$ cat src/rtl/evfa_pkg.sv
// Shared constants, register codes and types of the event frame accumulator.
package evfa_pkg;

  // Default geometry and counter width.
  localparam int MAX_COLS_DEF   = 256;
  localparam int MAX_ROWS_DEF   = 256;
  localparam int COUNT_BITS_DEF = 16;

  // Payload widths.
  localparam int COORD_W = 14;
  localparam int PIXEL_W = 16;
  localparam int CFG_W   = 9;
  localparam int CFG_IDX_W = 2;

  // Depth of the command queue between front and back.
  localparam int QUEUE_DEPTH = 4;

  // Register indexes.
  localparam logic [CFG_IDX_W-1:0] REG_WIDTH     = 2'd0;
  localparam logic [CFG_IDX_W-1:0] REG_HEIGHT    = 2'd1;
  localparam logic [CFG_IDX_W-1:0] REG_SIGNED    = 2'd2;
  localparam logic [CFG_IDX_W-1:0] REG_NORMALIZE = 2'd3;

  // Register reset values.
  localparam logic [CFG_W-1:0] WIDTH_RST  = 9'd256;
  localparam logic [CFG_W-1:0] HEIGHT_RST = 9'd256;

  // Operation codes.
  localparam logic OP_EVENT = 1'b0;
  localparam logic OP_READ  = 1'b1;

  // Control part of one queued command.
  typedef struct packed {
    logic op;
    logic sub;
    logic last;
  } cmd_ctrl_t;

  localparam int CTRL_W = $bits(cmd_ctrl_t);

endpackage

$ cat src/rtl/evfa_queue.sv
// Short command queue that decouples the front end from the back end.
module evfa_queue #(
  parameter int DATA_W = 8,
  parameter int DEPTH  = evfa_pkg::QUEUE_DEPTH
) (
  input  logic              clk,
  input  logic              rst,
  input  logic              push,
  input  logic [DATA_W-1:0] wdata,
  input  logic              pop,
  output logic [DATA_W-1:0] rdata,
  output logic              full,
  output logic              empty
);

  localparam int PW = $clog2(DEPTH);
  localparam int CW = $clog2(DEPTH + 1);

  logic [DATA_W-1:0] slots [DEPTH];
  logic [PW-1:0]     wptr;
  logic [PW-1:0]     rptr;
  logic [CW-1:0]     count;

  assign full  = count == CW'(DEPTH);
  assign empty = count == '0;
  assign rdata = slots[rptr];

  // Storage write.
  always_ff @(posedge clk) begin
    if (push) slots[wptr] <= wdata;
  end

  // Pointers and fill level.
  always_ff @(posedge clk) begin
    if (rst) begin
      wptr  <= '0;
      rptr  <= '0;
      count <= '0;
    end else begin
      if (push) wptr <= (wptr == PW'(DEPTH - 1)) ? '0 : wptr + PW'(1);
      if (pop)  rptr <= (rptr == PW'(DEPTH - 1)) ? '0 : rptr + PW'(1);
      count <= count + CW'(push) - CW'(pop);
    end
  end

endmodule

$ cat config.mk
export PLATFORM = sky130hd
export DESIGN_NAME = evfa_queue
export DESIGN_NICKNAME = d
export VERILOG_FILES = /design/src/rtl/evfa_pkg.sv /design/src/rtl/evfa_queue.sv
export SDC_FILE = /design/constraint.sdc
export NUM_CORES = 1
export LEC_CHECK = 0
export BUFFER_PORTS_ARGS = -buffer_cell sky130_fd_sc_hd__buf_2
export CORE_ASPECT_RATIO = 0.7
export CORE_MARGIN = 1.5
export CORE_UTILIZATION = 40
export CTS_CLUSTER_SIZE = 40
export DETAILED_ROUTE_END_ITERATION = 8
export GPL_TIMING_DRIVEN = 0
export MAX_ROUTING_LAYER = met4
export PLACE_DENSITY = 0.66
export SYNTH_ARGS = -nofsm -noshare
export SYNTH_HDL_FRONTEND = slang
export SYNTH_SLANG_ARGS = --single-unit
$ cat constraint.sdc
create_clock -name clk -period 1.8 [get_ports clk]
set_input_delay 0.45 -clock clk [delete_from_list [all_inputs] [get_ports clk]]
set_output_delay 0.45 -clock clk [all_outputs]
set_load 0.05 [all_outputs]
After elaboration in Yosys (flattened, before gate mapping)

Memories as Yosys holds them, arrays and structs flattened. A register that Yosys moved wholly into a read port is not among the register bits.
Index checks and enable logic that the tools add are counted.

Add/subtract/negate cells: 4
Multiplexer cells: 6
Reduce and logical (&&, ||, !) cells: 1
Eq/ne operators: 3

Operators with widths:

| kind                | count |
|---|---|
| $mux 2              | 4 |
| $add 2x1->2 const B | 2 |
| $eq 2x2->1 const B  | 2 |
| $add 3x1->3         | 1 |
| $eq 3x3->1 const B  | 1 |
| $logic_not 3->1     | 1 |
| $sub 3x1->3         | 1 |
| $mux 1              | 2 |

Bits in registers: 7
Memory bits (writable): 32
Output and inout bits: 10
Memories kept: 1

Memory list:

| name  | depth | width | read ports | clocked after memory_dff | wr ports | line             | RTL |
|---|---|---|---|---|---|---|---|
| slots | 4     | 8     | 1          | 1                        | 1        | evfa_queue.sv:19 | `logic [DATA_W-1:0] slots [DEPTH];` |

Longest topological paths before layout

Depth after elaboration: 4
Gate-level depth with buffers: 7
Depth with buffers taken out: 7

Least setup slack after synthesis

No wires, ideal clock.

Path kind: reg2out
Start point: reg count[1]
End point: out empty
Path slack: -0.047 ns
Required time: 1.350 ns
Cell stages (with the launch flop): 2
Buffers on the path: 0
Data arrival time: 1.397 ns
Cells stage by stage: dfxtp_1 nor3_1

Longest elaborated chain between the ends: 1

RTL lines:

| element                | line             | RTL |
|---|---|---|
| start, declared        | evfa_queue.sv:22 | `logic [CW-1:0] count;` |
| start signal, assigned | evfa_queue.sv:42 | `count <= count + CW'(push) - CW'(pop);` |
| $logic_not 3->1        | evfa_queue.sv:25 | `assign empty = count == '0;` |
| end, declared          | evfa_queue.sv:13 | `output logic empty` |

No other way between the ends.

==> impl_metrics.ini <==
[synth]
synth_area_per_cell_um2 = 19.0
syn-instance-count = 85
syn_nets = 105
synth_seq_cells = 41
synthesis.area_um2 = 1610
synth-edff-count = 32
ys_async_sr_fraction = 0
ys.flop_type = edfxtp_1
yosys.cell_types.count = 18
yosysWarnings = 0
seq_area_frac_synth = 0.708

[routing]
drtIter0Drc = 21
antenna_left = 0
vias = 819
drc_errors = 0
wl_per_cell_um = 15.7
dr.pass1.iters = 4
viasPerCell = 4.93
routed_wl_mm = 2.60

[timing]
rsz0062_at_grt = true
fmax_ghz = 0.520
hold_viol = 0
finalClockSkew_ns = 0.00631
setup_ws_ns = -0.121
fin_crit_ns = 1.92
slew_headroom = 0.657
hold_ws_ns = 0.371
worst_slew_pin_slew_ns = 0.514
fin_crit_sh = 1.07
setup_viol = 8
finalMaxSlewViolations = 0

[worst_setup_path]
cp_data_arrival_time_ns = 1.47
crit_path_end_kind = output pin
crit_path_cell_trace = buf_12, mux4_2, buf_8
critPathMaxStageDelay_ns = 0.53
crit_family = multiplexers
crit_type = reg2out
start_kind = register
cp.required_ns = 1.35
cp_slowest_cell = mux4_2
cp_num_buf_inv = 2
critPathMaxFanout = 8

[cells_and_area]
nets = 133
mostFrequentLayoutCells = 32 x edfxtp_1, 13 x buf_2, 8 x mux4_2, 8 x dfxtp_1
final_core_util = 0.502
antennaDiodeCount = 0
instances_no_fill = 166
drive_gt1_frac = 0.342
layout_commonest_cell = edfxtp_1
area.growth.synth_to_final_pct = 21.4
n_fill_cell = 346

[floorplanning]
die_x_um = 78.9
io_pins = 22
rows = 19
coreArea_um2 = 3900
start_util = 0.413
die_area_um2 = 4420
die_h_um = 56.1

[placed_design]
dp_hpwl_mm = 1.76
dpl_worst_slack_ns = -0.0273
place_congestion = 0.675
io_buffers = 21
dpl.cell_count = 158

[clock_tree]
insertion_delay_ns = 0.29
htreeDepth = 2
clock_tree.root_cell = clkbuf_8
cts_tree = yes
numCtsBuffers = 5
holdBufCountCts = 0
post_cts.repair.setup_buffers = 0
clk_pin_slew_ns = 0.08
clock_path_buffers = 2
cts.sinks = 41

[grt]
overflow = 0
grt_max_degree = 13
grt.total_usage = 0.142
antenna_found_initial = 0
grt_pass1_wl_mm = 4.24
grt_pass1_vias = 865

[outcome]
status = finished, violations left
failed_checks = setup timing

[power]
ir_drop_v = 0.000548
p_leak_nw = 0.731
powerDensity_nw_per_um2 = 1160
power_mw = 2.27

[worst_hold_path]
min_path_type = in2reg

[run]
max_cap_violations = 0
## path summary, 6_finish.rpt
| kind | slack [ns] | startpoint | cells after the start | to |
|---|---|---|---|---|
| max | -0.12 | register | 3 | rdata[4] |
| min | 0.37 | wdata[0] | 1 | slots[1][0] |
| max reg2reg | 0.16 | count[0] | 7 | count[2] |
| min reg2reg | 0.52 | rptr[0] | 2 | register |
## synthesized netlist by cell type, types with 2 or more instances
master | count | area (um^2)
inv_1 | 6 | 22.5
and2_1 | 4 | 25.0
or3b_1 | 2 | 17.5
nor2b_1 | 2 | 12.5
dfxtp_1 | 9 | 180
a21oi_1 | 2 | 10.0
edfxtp_1 | 32 | 961
ha_1 | 7 | 87.6
mux4_2 | 8 | 180
mux2i_1 | 2 | 20.0
nand2b_1 | 2 | 12.5
nor2_1 | 3 | 11.3
## power breakdown
| group | switching, mW | total, mW | leakage, nW | internal (mW) |
|---|---|---|---|---|
| logic | 0.261 | 0.447 | 0.310 | 0.185 |
| clock network | 0.299 | 0.708 | 0.0528 | 0.409 |
| registers | 0.0321 | 1.11 | 0.369 | 1.08 |
## cells by family after synthesis
family	synth area share
simple gates	0.0559
flops	0.708
fa+ha+maj	0.0668
mux	0.124
xor+xnor	0.0147
compound gates	0.00621
buf+inv	0.0241
## final cells by class
class / instances / area [um^2] / share of cell area
Buffer: 2 / 25.0 / 0.0128
Clock buffer: 6 / 72.6 / 0.0371
Clock inverter: 2 / 33.8 / 0.0173
Inverter: 6 / 22.5 / 0.0115
Multi-Input combinational cell: 36 / 437 / 0.223
Sequential cell: 41 / 1140 / 0.584
Tap cell: 52 / 65.1 / 0.0332
Timing Repair Buffer: 21 / 159 / 0.0812
## flip-flops by register name, summed over array words and instances, names as in the netlist, named ones only
register  flops
slots        32
count         3
wptr          2
rptr          2
## stage by stage
step	TNS [ns]	area [um^2]
after CTS	-0.876	1960
final	-0.816	1960
after floorplan	0	1620
after global routing	-1.24	1960
after global placement	0	1790
after detailed placement	-0.0273	1790
## layer usage
| metal | part of all wire | vias up | routed length (um) | GRT usage |
|---|---|---|---|---|
| li1 | - | 372 | - | - |
| met1 | 0.44 | 421 | 1150 | 0.166 |
| met2 | 0.50 | 21 | 1310 | 0.228 |
| met3 | 0.045 | 5 | 117 | 0.0459 |
| met4 | 0.010 | 0 | 26 | 0.0602 |
| met5 | 0 | - | 0 | - |
## timing repair
item,in CTS,in global routing
pin swaps,0,0
setup endpoints to repair,8,8
cloned,0,0
gates resized for setup,20,0
hold endpoints to repair,0,0
Note: power is estimated with default switching activity, not from simulation.
