### src/rtl/evfa_pkg.sv
// Shared constants, register codes and types of the event frame accumulator.
package evfa_pkg;

  // Default geometry and counter width.
  localparam int MAX_COLS_DEF   = 256;
  localparam int MAX_ROWS_DEF   = 256;
  localparam int COUNT_BITS_DEF = 16;

  // Payload widths.
  localparam int COORD_W = 14;
  localparam int PIXEL_W = 16;
  localparam int CFG_W   = 9;
  localparam int CFG_IDX_W = 2;

  // Depth of the command queue between front and back.
  localparam int QUEUE_DEPTH = 4;

  // Register indexes.
  localparam logic [CFG_IDX_W-1:0] REG_WIDTH     = 2'd0;
  localparam logic [CFG_IDX_W-1:0] REG_HEIGHT    = 2'd1;
  localparam logic [CFG_IDX_W-1:0] REG_SIGNED    = 2'd2;
  localparam logic [CFG_IDX_W-1:0] REG_NORMALIZE = 2'd3;

  // Register reset values.
  localparam logic [CFG_W-1:0] WIDTH_RST  = 9'd256;
  localparam logic [CFG_W-1:0] HEIGHT_RST = 9'd256;

  // Operation codes.
  localparam logic OP_EVENT = 1'b0;
  localparam logic OP_READ  = 1'b1;

  // Control part of one queued command.
  typedef struct packed {
    logic op;
    logic sub;
    logic last;
  } cmd_ctrl_t;

  localparam int CTRL_W = $bits(cmd_ctrl_t);

endpackage

### src/rtl/evfa_if.sv
// Valid/ready channel interfaces for camera events and pixel results.
interface evfa_event_if;
  logic                                 valid;
  logic                                 ready;
  logic                                 operation;
  logic signed [evfa_pkg::COORD_W-1:0]  x_coord;
  logic signed [evfa_pkg::COORD_W-1:0]  y_coord;
  logic                                 polarity;

  modport source (output valid, operation, x_coord, y_coord, polarity, input ready);
  modport sink (input valid, operation, x_coord, y_coord, polarity, output ready);
endinterface


### src/rtl/evfa_front.sv
// Front end: accepts transactions, rounds and bounds-checks events, walks the readout order.
module evfa_front #(
  parameter int MAX_COLS = evfa_pkg::MAX_COLS_DEF,
  parameter int MAX_ROWS = evfa_pkg::MAX_ROWS_DEF,
  parameter int ADDR_W   = $clog2(MAX_COLS * MAX_ROWS)
) (
  input  logic                         clk,
  input  logic                         rst,
  evfa_event_if.sink                   events,
  input  logic [evfa_pkg::CFG_W-1:0]   image_width,
  input  logic [evfa_pkg::CFG_W-1:0]   image_height,
  input  logic                         signed_polarity,
  input  logic                         width_we,
  input  logic                         q_full,
  output logic                         push,
  output evfa_pkg::cmd_ctrl_t          push_ctrl,
  output logic [ADDR_W-1:0]            push_addr
);

  localparam int VW  = 14;
  localparam int IW  = $clog2(MAX_COLS * MAX_ROWS + 1);
  localparam int DCW = $clog2(IW + 1);

  logic [VW-1:0]   eff_w;
  logic [VW-1:0]   eff_h;
  logic [2*VW-1:0] total;
  logic [14:0]     x_mag;
  logic [14:0]     y_mag;
  logic [VW-1:0]   px;
  logic [VW-1:0]   py;
  logic            in_bounds;
  logic            wrap;
  logic [IW-1:0]   cur_idx;
  logic [VW-1:0]   cur_row;
  logic [VW-1:0]   cur_col;
  logic            is_last;
  logic            accept;

  // Readout position, kept both linear and as row and column.
  logic [IW-1:0]   index;
  logic [VW-1:0]   row;
  logic [VW-1:0]   col;

  // Position recompute after a width change (restoring divide, one bit a cycle).
  logic            div_busy;
  logic [DCW-1:0]  div_cnt;
  logic [IW-1:0]   div_src;
  logic [IW-1:0]   div_q;
  logic [VW:0]     div_rem;
  logic [VW:0]     div_sh;
  logic            div_bit;

  // Effective image size: zero acts as one, oversize clamps to the maximum.
  always_comb begin
    eff_w = VW'(image_width);
    if (eff_w == '0) eff_w = VW'(1);
    else if (eff_w > VW'(MAX_COLS)) eff_w = VW'(MAX_COLS);
    eff_h = VW'(image_height);
    if (eff_h == '0) eff_h = VW'(1);
    else if (eff_h > VW'(MAX_ROWS)) eff_h = VW'(MAX_ROWS);
    total = (2*VW)'(eff_w) * (2*VW)'(eff_h);
  end

  // Round Q4 coordinates half away from zero; negative results fall outside.
  always_comb begin
    x_mag = events.x_coord[VW-1] ? (15'd0 - {events.x_coord[VW-1], events.x_coord})
                                  : {1'b0, events.x_coord};
    y_mag = events.y_coord[VW-1] ? (15'd0 - {events.y_coord[VW-1], events.y_coord})
                                  : {1'b0, events.y_coord};
    px = VW'((x_mag + 15'd8) >> 4);
    py = VW'((y_mag + 15'd8) >> 4);
    in_bounds = (!events.x_coord[VW-1] || px == '0) &&
                (!events.y_coord[VW-1] || py == '0) &&
                (px < eff_w) && (py < eff_h);
  end

  // Readout slot, wrapping to the start when the image shrank.
  always_comb begin
    wrap    = (2*VW)'(index) >= total;
    cur_idx = wrap ? '0 : index;
    cur_row = wrap ? '0 : row;
    cur_col = wrap ? '0 : col;
    is_last = (2*VW)'(cur_idx) == (total - (2*VW)'(1));
  end

  assign events.ready = !q_full && !div_busy && !width_we;
  assign accept       = events.valid && events.ready;

  // Command toward the back end.
  always_comb begin
    push_ctrl.op   = events.operation;
    push_ctrl.sub  = signed_polarity && !events.polarity;
    push_ctrl.last = (events.operation == evfa_pkg::OP_READ) && is_last;
    if (events.operation == evfa_pkg::OP_READ) begin
      push_addr = ADDR_W'(cur_row) * ADDR_W'(MAX_COLS) + ADDR_W'(cur_col);
      push      = accept;
    end else begin
      push_addr = ADDR_W'(py) * ADDR_W'(MAX_COLS) + ADDR_W'(px);
      push      = accept && in_bounds;
    end
  end

  assign div_sh  = {div_rem[VW-1:0], div_src[IW-1]};
  assign div_bit = div_sh >= {1'b0, eff_w};

  // Readout position and its recompute.
  always_ff @(posedge clk) begin
    if (rst) begin
      index    <= '0;
      row      <= '0;
      col      <= '0;
      div_busy <= 1'b0;
      div_cnt  <= '0;
    end else if (width_we) begin
      div_busy <= 1'b1;
      div_cnt  <= DCW'(IW);
      div_src  <= index;
      div_q    <= '0;
      div_rem  <= '0;
    end else if (div_busy) begin
      div_src <= {div_src[IW-2:0], 1'b0};
      div_q   <= {div_q[IW-2:0], div_bit};
      div_rem <= div_bit ? (div_sh - {1'b0, eff_w}) : div_sh;
      div_cnt <= div_cnt - DCW'(1);
      if (div_cnt == DCW'(1)) begin
        div_busy <= 1'b0;
        row      <= VW'({div_q[IW-2:0], div_bit});
        col      <= div_bit ? VW'(div_sh - {1'b0, eff_w}) : VW'(div_sh);
      end
    end else if (accept && events.operation == evfa_pkg::OP_READ) begin
      if (is_last) begin
        index <= '0;
        row   <= '0;
        col   <= '0;
      end else begin
        index <= cur_idx + IW'(1);
        if (cur_col == eff_w - VW'(1)) begin
          col <= '0;
          row <= cur_row + VW'(1);
        end else begin
          col <= cur_col + VW'(1);
          row <= cur_row;
        end
      end
    end
  end

endmodule

### src/flat_wrapper.sv
// flat-port wrapper written by rule: the top's interface ports become plain ports
module evfa_front_flat 
#(
  parameter int MAX_COLS = evfa_pkg::MAX_COLS_DEF,
  parameter int MAX_ROWS = evfa_pkg::MAX_ROWS_DEF,
  parameter int ADDR_W   = $clog2(MAX_COLS * MAX_ROWS)
)
  (clk, rst, image_width, image_height, signed_polarity, width_we, q_full, push, push_ctrl, push_addr, events_valid, events_operation, events_x_coord, events_y_coord, events_polarity, events_ready);
  evfa_event_if events_i ();
  input  logic clk;
  input  logic rst;
  input  logic [evfa_pkg::CFG_W-1:0] image_width;
  input  logic [evfa_pkg::CFG_W-1:0] image_height;
  input  logic signed_polarity;
  input  logic width_we;
  input  logic q_full;
  output logic push;
  output evfa_pkg::cmd_ctrl_t push_ctrl;
  output logic [ADDR_W-1:0] push_addr;
  input wire logic [$bits(events_i.valid)-1:0] events_valid;
  input wire logic [$bits(events_i.operation)-1:0] events_operation;
  input wire logic [$bits(events_i.x_coord)-1:0] events_x_coord;
  input wire logic [$bits(events_i.y_coord)-1:0] events_y_coord;
  input wire logic [$bits(events_i.polarity)-1:0] events_polarity;
  output wire logic [$bits(events_i.ready)-1:0] events_ready;
  assign events_i.valid = events_valid;
  assign events_i.operation = events_operation;
  assign events_i.x_coord = events_x_coord;
  assign events_i.y_coord = events_y_coord;
  assign events_i.polarity = events_polarity;
  assign events_ready = events_i.ready;
  evfa_front #(.MAX_COLS(MAX_COLS), .MAX_ROWS(MAX_ROWS), .ADDR_W(ADDR_W)) u_core (.clk(clk), .rst(rst), .events(events_i), .image_width(image_width), .image_height(image_height), .signed_polarity(signed_polarity), .width_we(width_we), .q_full(q_full), .push(push), .push_ctrl(push_ctrl), .push_addr(push_addr));
endmodule
### config.mk
export PLATFORM = sky130hd
export DESIGN_NAME = evfa_front_flat
export DESIGN_NICKNAME = d
export VERILOG_FILES = /design/src/rtl/evfa_pkg.sv /design/src/rtl/evfa_if.sv /design/src/rtl/evfa_front.sv /design/src/flat_wrapper.sv
export SDC_FILE = /design/constraint.sdc
export NUM_CORES = 1
export LEC_CHECK = 0
export BUFFER_PORTS_ARGS = -buffer_cell sky130_fd_sc_hd__buf_2
export CORE_MARGIN = 2
export CORE_UTILIZATION = 30
export DETAILED_ROUTE_END_ITERATION = 12
export GPL_TIMING_DRIVEN = 0
export MAX_ROUTING_LAYER = met4
export REMOVE_ABC_BUFFERS = 1
export SLEW_MARGIN = 20
export SYNTH_ARGS = -nofsm -noshare
export SYNTH_HDL_FRONTEND = slang
export SYNTH_SLANG_ARGS = --single-unit
### constraint.sdc
create_clock -name clk -period 10.9 [get_ports clk]
set_input_delay 0 -clock clk [delete_from_list [all_inputs] [get_ports clk]]
set_output_delay 0 -clock clk [all_outputs]
set_load 0.01 [all_outputs]
; After elaboration in Yosys (flattened, before gate mapping)
; Index checks and enable logic that the tools add are counted.
[word_totals]
regBits = 95
output_inout_bits = 21
[classes]
n_mux = 33
add_sub_neg = 13
magnitude_cmp = 6
mul = 1
bitwise_logic = 3
n_eq_ne = 4
reduce_logical = 28
[ops]
columns = operator, count
row1 = $mux W14, 15
row2 = $mux W17, 4
row3 = $mux W9, 4
row4 = $add A15 B4 Y15 const B, 2
row5 = $mux W15, 2
row6 = $sub A1 B14 Y15 const A, 2
row7 = $add A14 B1 Y14 const B, 2
row8 = $eq A17 B28 Y1, 1
row9 = $ge A17 B28 Y1, 1
row10 = $logic_not A14 Y1, 2
row11 = $sub A28 B1 Y28 const B, 1
row12 = $gt A9 B9 Y1 const B, 2
row13 = $logic_not A9 Y1, 2
row14 = $mul A9 B9 Y18, 1
row15 = $add A17 B1 Y17 const B, 1
row16 = $add A16 B11 Y16, 1
row17 = $add A16 B14 Y16, 1
row18 = $mux W16, 1
row19 = $ge A15 B9 Y1, 1
row20 = $eq A14 B14 Y1, 1
row21 = $lt A11 B14 Y1, 1
row22 = $sub A14 B1 Y14 const B, 1
row23 = $sub A14 B9 Y14, 1
row24 = $mux W13, 1
row25 = other kinds (14), 37

; Depth between registers and ports, before layout
[depth]
depth_word = 11
mapped_depth = 44

; Worst setup path after synthesis
; No wires, ideal clock.
[synth_path]
path_kind = input -> register
from = input port image_width[4] (netlist bit)
to = register u_core.index[8]
cell_stages = 37
setup_slack_ps = 2517
required_time_ps = 10829
arrival_time_ps = 8312
cell_sequence = nor4_1 a21o_1 clkbuf_1 nand2_1 fa_1 fa_1 inv_1 fa_1 inv_1 fa_1 inv_1 ha_1 nand2_1 a211oi_2 nor2_1 o21ai_0 a31oi_1 xnor2_1 inv_1 ha_1 nand2b_1 mux2i_1 a2111oi_4 a21o_1 buf_6 buf_4 buf_2 buf_2 clkbuf_1 and2_1 ha_1 nand3_1 nor3_1 nand4_1 or3_1 a211o_1 a21oi_1
[synth_between]
elab_chain_cells = 8
word_cells_on_any_way = 11
[synth_rtl]
columns = element, line_no
row1 = start: declaration, flat_wrapper.sv:12  ; input logic [evfa_pkg::CFG_W-1:0] image_width;
row2 = $gt A9 B9 Y1, evfa_front.sv:57  ; else if (eff_w > VW'(MAX_COLS)) eff_w = VW'(MAX_COLS);
row3 = $mux W9, evfa_front.sv:57
row4 = $mux W9 *, evfa_front.sv:56  ; if (eff_w == '0) eff_w = VW'(1);
row5 = $mul A9 B9 Y18 *, evfa_front.sv:61  ; total = (2*VW)'(eff_w) * (2*VW)'(eff_h);
row6 = $ge A17 B28 Y1, evfa_front.sv:79  ; wrap = (2*VW)'(index) >= total;
row7 = $mux W17, evfa_front.sv:80  ; cur_idx = wrap ? '0 : index;
row8 = $add A17 B1 Y17 / $eq A17 B28 Y1 (equally long branches), "evfa_front.sv:136, evfa_front.sv:83"
row9 = $mux W17 *, evfa_front.sv:131  ; if (is_last) begin
row10 = end signal: assignment, evfa_front.sv:136  ; index <= cur_idx + IW'(1);
row11 = end: declaration, evfa_front.sv:40  ; logic [IW-1:0] index;
; Mark *: on every way between the ends. The rest lies on a longest branch, timed or not.
; A chain may end at the register's enable or synchronous reset.

; Worst setup path after layout
[layout_path]
from = input port image_width[8] (netlist bit)
to = output port push_addr[15]
[layout_between]
elab_chain_cells = 8
word_cells_on_any_way = 10
[layout_rtl]
columns = element, line_no
row1 = $gt A9 B9 Y1, evfa_front.sv:57
row2 = $mux W9, evfa_front.sv:57
row3 = $mux W9 *, evfa_front.sv:56
row4 = $mul A9 B9 Y18 *, evfa_front.sv:61
row5 = $ge A17 B28 Y1 *, evfa_front.sv:79
row6 = $mux W14 (on tied branches), "evfa_front.sv:81, evfa_front.sv:82"
row7 = $add A16 B14 Y16 *, evfa_front.sv:95  ; push_addr = ADDR_W'(cur_row) * ADDR_W'(MAX_COLS) + ADDR_W'(cur_col);
row8 = $mux W16 *, evfa_front.sv:94  ; if (events.operation == evfa_pkg::OP_READ) begin
row9 = end: declaration, flat_wrapper.sv:19  ; output logic [ADDR_W-1:0] push_addr;
; Marked as above.

==> impl_results.md <==
* Rows at 72
* Critical path data required time at 10.90 ns
* Global-route wire length before repair at 56.5 mm
* Number of warnings reported in the yosys synthesis log at 0
* Core area at 38,600 um^2
* Total wirelength of the detailed-routed design at 35.1 mm
* Critical-path maximum fanout at 25
* Number of H-tree levels at 3
* Insertion delay to the later sink of the worst-skew pair at 0.35 ns
* EDFF count, synth at 38
* Horizontal die dimension at 202 um
* Clk sinks at 83
* Maximum clock frequency at 98.1 MHz
* Fill count at 4,103
* Fin nets at 1,714
* Number of port buffers at 74
* Post-CTS Hold Buffers at 0
* Antenna fix cells at 0
* DRT antenna net count at 0
* Total setup buffers inserted after CTS at 0
* Post-synthesis area per instance at 7.83 um^2
* Global Route Usage Sum at 17.6%
* Count of endpoints failing hold in the final timing report at 0
* Kind of capture point of the worst setup path: primary output
* Number of iterations in the first detailed-routing pass at 6
* Initial antenna violation count at 0
* Area added between synthesis and finish at 9.42%
* Normalized max-slew margin at 29.1%
* Peak per-stage delay on the critical path at 0.58 ns
* Share of final-layout standard cells stronger than drive strength 1 at 9.68%
* Deepest clock path buffer count at 2
* Final period demand of the worst path at 10.20 ns
* Placer's final routability congestion estimate at 0.924
* Die span in y at 202 um
* Post-synthesis cell count at 1,499
* Distinct cells, synth at 94
* Via density at 5.47
* FF-to-FF setup slack at 5.88 ns
* Resized cells post-CTS at 0
* Path category of the worst min-delay check: input port to flip-flop
* Number of synthesized register bits at 83
* Most frequent cell on the critical path: sky130_fd_sc_hd__inv_1
* Final setup viols at 0
* Post-synthesis instance area at 11,700 um^2
* Leakage power total at 0.00530 uW
* Max-cap violations at 0
* Flip-flop cell with the highest count after synthesis: sky130_fd_sc_hd__dfxtp_1
* Final setup skew at 0.0162 ns
* Least-Margin Pin Slew at 1.06 ns
* Largest net degree at the start of global routing at 69
* Setup repair after global routing missed its margin: false
* Initial core utilization at 30.4%
* Final standard cell utilization of the core at 33.2%
* Run status: complete, no violations
* Max Transition Viols Final at 0
* Clock tree from TritonCTS: built
* Startpoint type of the worst setup path: input port
* Number of global-route vias before repair at 10,412
* I/O pin total at 75
* Area of the die at 40,700 um^2
* GR Overflow Total at 0
* Class of the most critical setup path: input port to primary output
* Number of DRC markers after the initial detailed-route iteration at 936
* Power per unit of standard cell area at 101 nW/um^2
* Multi-input gate area in the final layout at 8850 um^2
* Average wire per cell in the routed design at 17.3 um
* Clock transition time at the flip-flop clock pins of the worst setup and hold paths at 0.07 ns
* Crit share post-route at 93.6%
* Vias at 11,128
* DRC viols at 0
* Buffer cell driving the clock tree root: sky130_fd_sc_hd__clkbuf_16
* Worst path arrival time at 10.20 ns
* Worst IR drop on VDD at 0.0000873 V
* Half-perimeter wire length after placement at 27.0 mm
* Proportion of register bits with asynchronous set or reset after synthesis at 0%
* Slowest stage cell on the critical path: sky130_fd_sc_hd__nand2_1
* Register Area at 2040 um^2
* Seq/Total Area, Yosys at 17.4%
* Aggregate negative setup slack at 0 ns
* Number of buffers inserted during clock tree synthesis at 9
synthesized netlist by cell type (28+ instances only):
master,n,share of area (%)
sky130_fd_sc_hd__fa_1,53,9.0
sky130_fd_sc_hd__xor2_1,35,2.6
sky130_fd_sc_hd__nor4_1,28,1.5
sky130_fd_sc_hd__nor2b_1,38,2.0
sky130_fd_sc_hd__ha_1,94,10
sky130_fd_sc_hd__o21ai_0,66,2.8
sky130_fd_sc_hd__clkbuf_1,52,1.7
sky130_fd_sc_hd__dfxtp_1,45,7.7
sky130_fd_sc_hd__nand3_1,47,2.0
sky130_fd_sc_hd__nand2_1,122,3.9
sky130_fd_sc_hd__nor3_1,46,2.0
sky130_fd_sc_hd__inv_1,143,4.6
sky130_fd_sc_hd__xnor2_1,62,4.6
sky130_fd_sc_hd__edfxtp_1,38,9.7
sky130_fd_sc_hd__a21oi_1,49,2.1
sky130_fd_sc_hd__nor2_1,153,4.9
per-stage QoR:
| stage | instance area [um^2] | total power (uW) | cells | hold slack [ns] | setup WS, ns |
|---|---|---|---|---|---|
| after CTS | 12800 | 1290 | 2036 | 0.194 | 0.941 |
| after floorplan | 11400 | 784 | 1425 | 0 | 2.47 |
| after global routing | 12800 | 1380 | 2036 | 0.243 | 0.101 |
| final | 12800 | 1290 | 2036 | 0.196 | 0.702 |
| after global placement | 12400 | 947 | 2017 | 0.230 | -0.0950 |
| after detailed placement | 12500 | 961 | 2020 | 0.230 | 0.848 |
per-layer routing:
layer / wire [um] / GRT usage, %
met3: 1990 / 1.84
met1: 17700 / 26.1
met4: 455 / 3.76
met5: 0 / -
met2: 15000 / 25.7
worst max-delay path: cells and delay by family:
kind | cells | cell delay [ns]
XOR/XNOR | 2 | 0.69
AND/OR/NAND/NOR | 10 | 1.62
adder cells (fa/ha/maj) | 8 | 3.34
AO/OA/AOI/OAI | 9 | 2.59
multiplexers | 1 | 0.23
buffers and inverters | 9 | 1.67
kinds of logic after synthesis:
group,share of synthesized area [%]
and+or+nand+nor,26.3
AOI/OAI and AO/OA,19.2
buffers and inverters,7.43
adders and majority gates,19.3
xor gates and xnor gates,7.43
DFF,17.4
muxes,2.93
other,0.0319
layout by cell type, fill, tap and decap left out, types with 8 or more instances in the layout:
cell,Yosys,final
sky130_fd_sc_hd__a211oi_1,21,21
sky130_fd_sc_hd__a21o_1,14,13
sky130_fd_sc_hd__a21oi_1,49,48
sky130_fd_sc_hd__a221oi_1,10,10
sky130_fd_sc_hd__a22oi_1,10,10
sky130_fd_sc_hd__a31oi_1,11,11
sky130_fd_sc_hd__and2_1,22,22
sky130_fd_sc_hd__and3_1,16,16
sky130_fd_sc_hd__buf_2,6,73
sky130_fd_sc_hd__clkbuf_16,0,10
sky130_fd_sc_hd__dfxtp_1,45,44
sky130_fd_sc_hd__edfxtp_1,38,38
sky130_fd_sc_hd__fa_1,53,53
sky130_fd_sc_hd__ha_1,94,94
sky130_fd_sc_hd__inv_1,143,143
sky130_fd_sc_hd__mux2_2,19,19
sky130_fd_sc_hd__mux2i_1,13,13
sky130_fd_sc_hd__nand2_1,122,122
sky130_fd_sc_hd__nand2b_1,24,24
sky130_fd_sc_hd__nand3_1,47,46
sky130_fd_sc_hd__nand3b_1,16,16
sky130_fd_sc_hd__nand4_1,27,27
sky130_fd_sc_hd__nor2_1,153,152
sky130_fd_sc_hd__nor2b_1,38,38
sky130_fd_sc_hd__nor3_1,46,46
sky130_fd_sc_hd__nor4_1,28,28
sky130_fd_sc_hd__nor4b_1,9,9
sky130_fd_sc_hd__o211ai_1,17,17
sky130_fd_sc_hd__o21a_1,16,16
sky130_fd_sc_hd__o21ai_0,66,66
sky130_fd_sc_hd__o22ai_1,8,8
sky130_fd_sc_hd__o31ai_1,9,9
sky130_fd_sc_hd__or2_2,8,8
sky130_fd_sc_hd__or4_1,8,8
sky130_fd_sc_hd__xnor2_1,62,62
sky130_fd_sc_hd__xor2_1,35,35
state kept, by name, summed over array words and instances, names as in the netlist:
register / cells
u_core.div_q: 7
u_core.index: 17
u_core.div_busy: 1
u_core.col: 14
u_core.div_src: 17
u_core.div_rem: 14
u_core.row: 8
u_core.div_cnt: 5
power by group:
part,internal [uW],leakage [uW],switching [uW]
Clock,193,0.000149,136
Sequential,348,0.000737,23.2
Combinational,225,0.00441,367
Total,766,0.00530,527
final cells by class:
type	count	area share, %
Clock buffer	12	2.01
Clock inverter	4	0.429
Inverter	148	4.32
Multi-Input combinational cell	1194	68.9
Sequential cell	83	15.9
Tap cell	518	5.05
Timing Repair Buffer	77	3.39
final timing paths:
path / start / to / depth (start not counted)
hold reg to reg: u_core.row[0] / u_core.row[0] / 2
setup reg to reg: u_core.index[0] / u_core.index[16] / 14
setup / recovery: image_width[8] / push_addr[15] / 39
hold / removal: rst / u_core.div_cnt[4] / 2
Power figures use the tool's default switching activity.
